$ cat src/rtl/ffbp_pkg.sv
`timescale 1ns / 1ps
`default_nettype none

package ffbp_pkg;

  localparam int WeightW = 16;
  localparam int TagW    = 16;
  localparam int BinNumW = 8;
  localparam int UsedW   = 9;

  typedef logic [WeightW-1:0] weight_t;
  typedef logic [TagW-1:0]    tag_t;

  // One input beat
  typedef struct packed {
    logic    new_run;
    weight_t item_weight;
    tag_t    item_tag;
  } in_item_t;

  // One result beat
  typedef struct packed {
    tag_t               placed_tag;
    logic [BinNumW-1:0] bin_number;
    logic               opened_bin;
    logic               too_heavy;
    logic               no_room;
    logic [UsedW-1:0]   bins_used;
  } out_item_t;

  // Search token handed from cell to cell
  typedef struct packed {
    logic    vld;
    logic    placed;
    weight_t weight;
  } tok_t;

endpackage

`default_nettype wire

$ cat src/rtl/ffbp_cell.sv
`timescale 1ns / 1ps
`default_nettype none

module ffbp_cell #(
  parameter int IDX_W = 8,
  parameter int CNT_W = 9,
  parameter int IDX   = 0
) (
  input  logic               clk,
  input  logic               rst,
  input  ffbp_pkg::weight_t  capacity,
  input  logic [CNT_W-1:0]   open_bins,
  input  logic               wr_en,
  input  logic [IDX_W-1:0]   wr_idx,
  input  ffbp_pkg::weight_t  wr_data,
  input  ffbp_pkg::tok_t     tok_in,
  input  logic [IDX_W-1:0]   bin_in,
  output ffbp_pkg::tok_t     tok_out,
  output logic [IDX_W-1:0]   bin_out
);
  import ffbp_pkg::*;

  localparam logic [IDX_W-1:0] MyIdx = IDX_W'(IDX);
  localparam logic [CNT_W-1:0] MyCnt = CNT_W'(IDX);

  weight_t          load;
  logic             bin_open;
  logic [WeightW:0] sum;
  logic             fits;

  // fit test for this bin
  assign bin_open = MyCnt < open_bins;
  assign sum      = {1'b0, load} + {1'b0, tok_in.weight};
  assign fits     = tok_in.vld && !tok_in.placed && bin_open && (sum <= {1'b0, capacity});

  // bin load: cleared at reset for bin zero, written on open/clear, bumped on a fit
  always_ff @(posedge clk) begin
    if (rst && (IDX == 0)) begin
      load <= '0;
    end else if (wr_en && (wr_idx == MyIdx)) begin
      load <= wr_data;
    end else if (fits) begin
      load <= sum[WeightW-1:0];
    end
  end

  // hand the token to the next cell
  always_ff @(posedge clk) begin
    if (rst) begin
      tok_out.vld <= 1'b0;
    end else begin
      tok_out.vld <= tok_in.vld;
    end
    tok_out.placed <= tok_in.placed | fits;
    tok_out.weight <= tok_in.weight;
    bin_out        <= fits ? MyIdx : bin_in;
  end

endmodule

`default_nettype wire

$ cat config.mk
export PLATFORM = sky130hd
export DESIGN_NAME = ffbp_cell
export DESIGN_NICKNAME = d
export VERILOG_FILES = /design/src/rtl/ffbp_pkg.sv /design/src/rtl/ffbp_cell.sv
export SDC_FILE = /design/constraint.sdc
export NUM_CORES = 1
export LEC_CHECK = 0
export BUFFER_PORTS_ARGS = -buffer_cell sky130_fd_sc_hd__clkbuf_2
export CAP_MARGIN = 15
export CELL_PAD_IN_SITES_DETAIL_PLACEMENT = 1
export CELL_PAD_IN_SITES_GLOBAL_PLACEMENT = 2
export CORE_ASPECT_RATIO = 1.25
export CORE_MARGIN = 3
export CORE_UTILIZATION = 28
export DETAILED_ROUTE_END_ITERATION = 12
export PLACE_DENSITY = 0.78
export SLEW_MARGIN = 20
export SYNTH_ARGS = -nofsm -noshare
export SYNTH_HDL_FRONTEND = slang
export SYNTH_SLANG_ARGS = --single-unit
$ cat constraint.sdc
create_clock -name clk -period 4.9 [get_ports clk]
set_input_delay 0.98 -clock clk [delete_from_list [all_inputs] [get_ports clk]]
set_output_delay 0.98 -clock clk [all_outputs]
set_load 0.05 [all_outputs]
==> flow_summary.toml <==
[timing]
fin_crit_ps = 4410
fin_ws_ps = 491
finalHoldViolCount = 0
timing.fmax_mhz = 227
finClkSkew_ps = 4.31
fin_crit_sh_pct = 90.0
timing.hold.ws_ps = 561
drv_slew = 0
rsz0062_at_grt = "false"
tns_ps = 0
worstMarginPinSlew_ps = 819
slew_headroom_pct = 44.0
finalSetupViolCount = 0

[clock_network]
h-tree-depth = 2
insertion_delay_ps = 290
cts_tree = "yes"
clock_sinks = 42
cts_setup_buffers = 0
cts_root_buffer = "clkbuf_16"
cts_resized = 0
cts_inserted_buffers = 5
clockBufferDepth = 2
clk_pin_slew_ps = 70
hold_buffers = 0

[setup_path]
cpPeakStageDelay_ps = 430
path_buf_inv = 2
slowest_stage = "fa_1"
path_cells = "clkbuf_2, ha_1, fa_1, a211oi_1, nor2_1, o21a_1, o41a_1, xor2_1, ha_1, nand4_1, nor2_1, and4_1, o21bai_1, a21oi_4, buf_12, mux2i_1, a211oi_1"
crit_type = "in -> reg"
cp-end-kind = "flop"
worstPathArrival_ps = 4610
cp-start-kind = "input pin"
worstPathMaxFanout = 22
crit_family = "compound AO/OA/AOI/OAI gates"
required_ps = 5100

[detailed_routing]
wirelength_um = 7780
vias = 2581
post-route-drc-count = 0
via_per_inst = 4.95
antenna_left = 0
avgRoutedWirePerCell_um = 14.9
first_pass_iters = 4
first_iter_violations = 49

[placement]
gp_congestion = 0.858
hpwl_um = 6470
io_buffers = 103
place_ws_ps = 154
placed_cells = 513

[logic_synthesis]
synth_area_leaders = "dfxtp_1 (31%), ha_1 (15%), a211oi_1 (6.1%), mux2i_1 (5.9%), nor2_1 (4.6%)"
synthFlopType = "dfxtp_1"
yosysTopAreaCellShare_pct = 31.1
synth_area_mm2 = 0.00271
syn_nets = 403
synth_cell_types = 56
synthArstFlopShare_pct = 0
synth_area_leader_cell = "dfxtp_1"
synth_seq_area_share_pct = 31.1
ys_warn_count = 0
synth-seq-cells = 42
post_synth.cell_area_avg_um2 = 9.26
synth-edff-count = 0
synth_cells = 292

[power_and_ir_drop]
pwr-share-comb_pct = 57.2
switchingPower_mw = 0.795
power_density_mw_per_mm2 = 525
p_sw_share_pct = 43.2
seqPwrFrac_pct = 24.3
p_leak_nw = 1.69
p_int_mw = 1.04
clkPwrFrac_pct = 18.4
fin_total_pwr_mw = 1.84
ir_worst_vdd_uv = 181

[final_layout]
drive_above_1_share_pct = 32.4
diodes = 0
area_growth_pct = 29.7
stdcell_count = 521
nNetsFinal = 508

[floorplan]
pin_count = 104
die_y_um = 116
die_area_mm2 = 0.0109
rows = 39
die_x_um = 93.9
start_util_pct = 29.2
coreArea_mm2 = 0.00927

[global_routing]
grt_pass1_vias = 2627
antenna_found_initial = 0
grt_first_pass_wirelength_um = 12300
grt_overflow_total = 0
grt_usage_pct = 14.3
grt_max_degree = 33

[outcome]
status = "finished clean"

[run]
cap_violations = 0

[worst_hold_path]
hold_path_class = "reg -> reg"
==> worst min-delay path: stages, from the launching register on <==
cell and delay [ps]:
dfxtp_1 310, mux2i_1 120, a211oi_1 80
==> cells in the mapped netlist, types with 2 or more instances <==
cell       instances
and2b_1            6
and3_1             3
ha_1              32
a21oi_1            8
a211oi_1          22
nor2_1            33
or2_2              2
nand2_1            9
a21o_1             4
nor4_1             4
mux2i_1           16
o21ai_0            8
a311o_1            2
a2111oi_0          3
nor2b_1            5
xor2_1             4
nand4_1            5
nand3_1            8
o21bai_1           2
inv_1             21
nor3_1             7
dfxtp_1           42
xnor2_1            3
o21ai_1            2
o21a_1             3
o311ai_4           2
clkbuf_1           6
and4_1             2
==> area by class of cell <==
type	instances	area [um^2]
Inverter	21	78.8
Clock buffer	5	125
Sequential cell	42	841
Timing Repair Buffer	107	558
Tap cell	123	154
Multi-Input combinational cell	220	1730
Clock inverter	3	25.0
Fill cell	1166	5760
==> power by group through the flow <==
| stage | combinational, mW | clock [mW] | sequential [mW] |
|---|---|---|---|
| finish | 1.05 | 0.339 | 0.448 |
| global route | 1.17 | 0.371 | 0.458 |
| CTS | 1.07 | 0.355 | 0.449 |
| detailed placement | 1.05 | 0 | 0.456 |
| global placement | 1.03 | 0 | 0.454 |
| floorplan | 0.705 | 0 | 0.547 |
==> metal layers <==
metal  vias to the layer above  global-route usage (%)  share of wire (%)  wire [um]
li1                       1287                       -                  -          -
met4                         0                    3.18                1.2         90
met2                        58                    27.3                 55       4250
met3                         6                    3.18                4.3        337
met5                         -                       0                  0          0
met1                      1230                    16.0                 40       3100
==> worst paths after layout <==
kind                         from                     to  slack [ps]  depth (start not counted)
max                     tok_in[0]  load[15]$_SDFFE_PP0P_         490                         17
min          load[3]$_SDFFE_PP0P_   load[3]$_SDFFE_PP0P_         560                          2
max reg2reg  load[0]$_SDFFE_PP0P_  load[15]$_SDFFE_PP0P_         960                         16
min reg2reg  load[3]$_SDFFE_PP0P_   load[3]$_SDFFE_PP0P_         560                          2
==> through the flow <==
step,cell area (um^2),utilization [%]
after CTS,3510,37.8
after floorplan,2710,-
after detailed placement,3360,36.2
after global routing,3510,37.8
after global placement,3360,36.2
final,3510,37.8
==> flip-flops by register name, indices dropped and copies added (netlist names) <==
name     cells
bin_out      8
tok_out     18
load        16
==> kinds of logic (layout without fill, tap and decap cells) <==
family	Yosys count	in the layout	synth area share [%]
fa+ha+maj	33	33	15.5
compound gates	70	70	21.5
buf+inv	30	136	5.09
simple gates	94	94	18.6
xor+xnor	7	7	2.27
mux	16	16	5.92
flops	42	42	31.1
==> layout by cell type, fill, tap and decap left out, types with 9 or more instances in the layout <==
cell      netlist  layout
nor2_1         33      33
a211oi_1       22      22
clkbuf_2        0     103
ha_1           32      32
nand2_1         9       9
dfxtp_1        42      42
inv_1          21      21
mux2i_1        16      16
No activity file was read; power rests on OpenSTA's default activity.
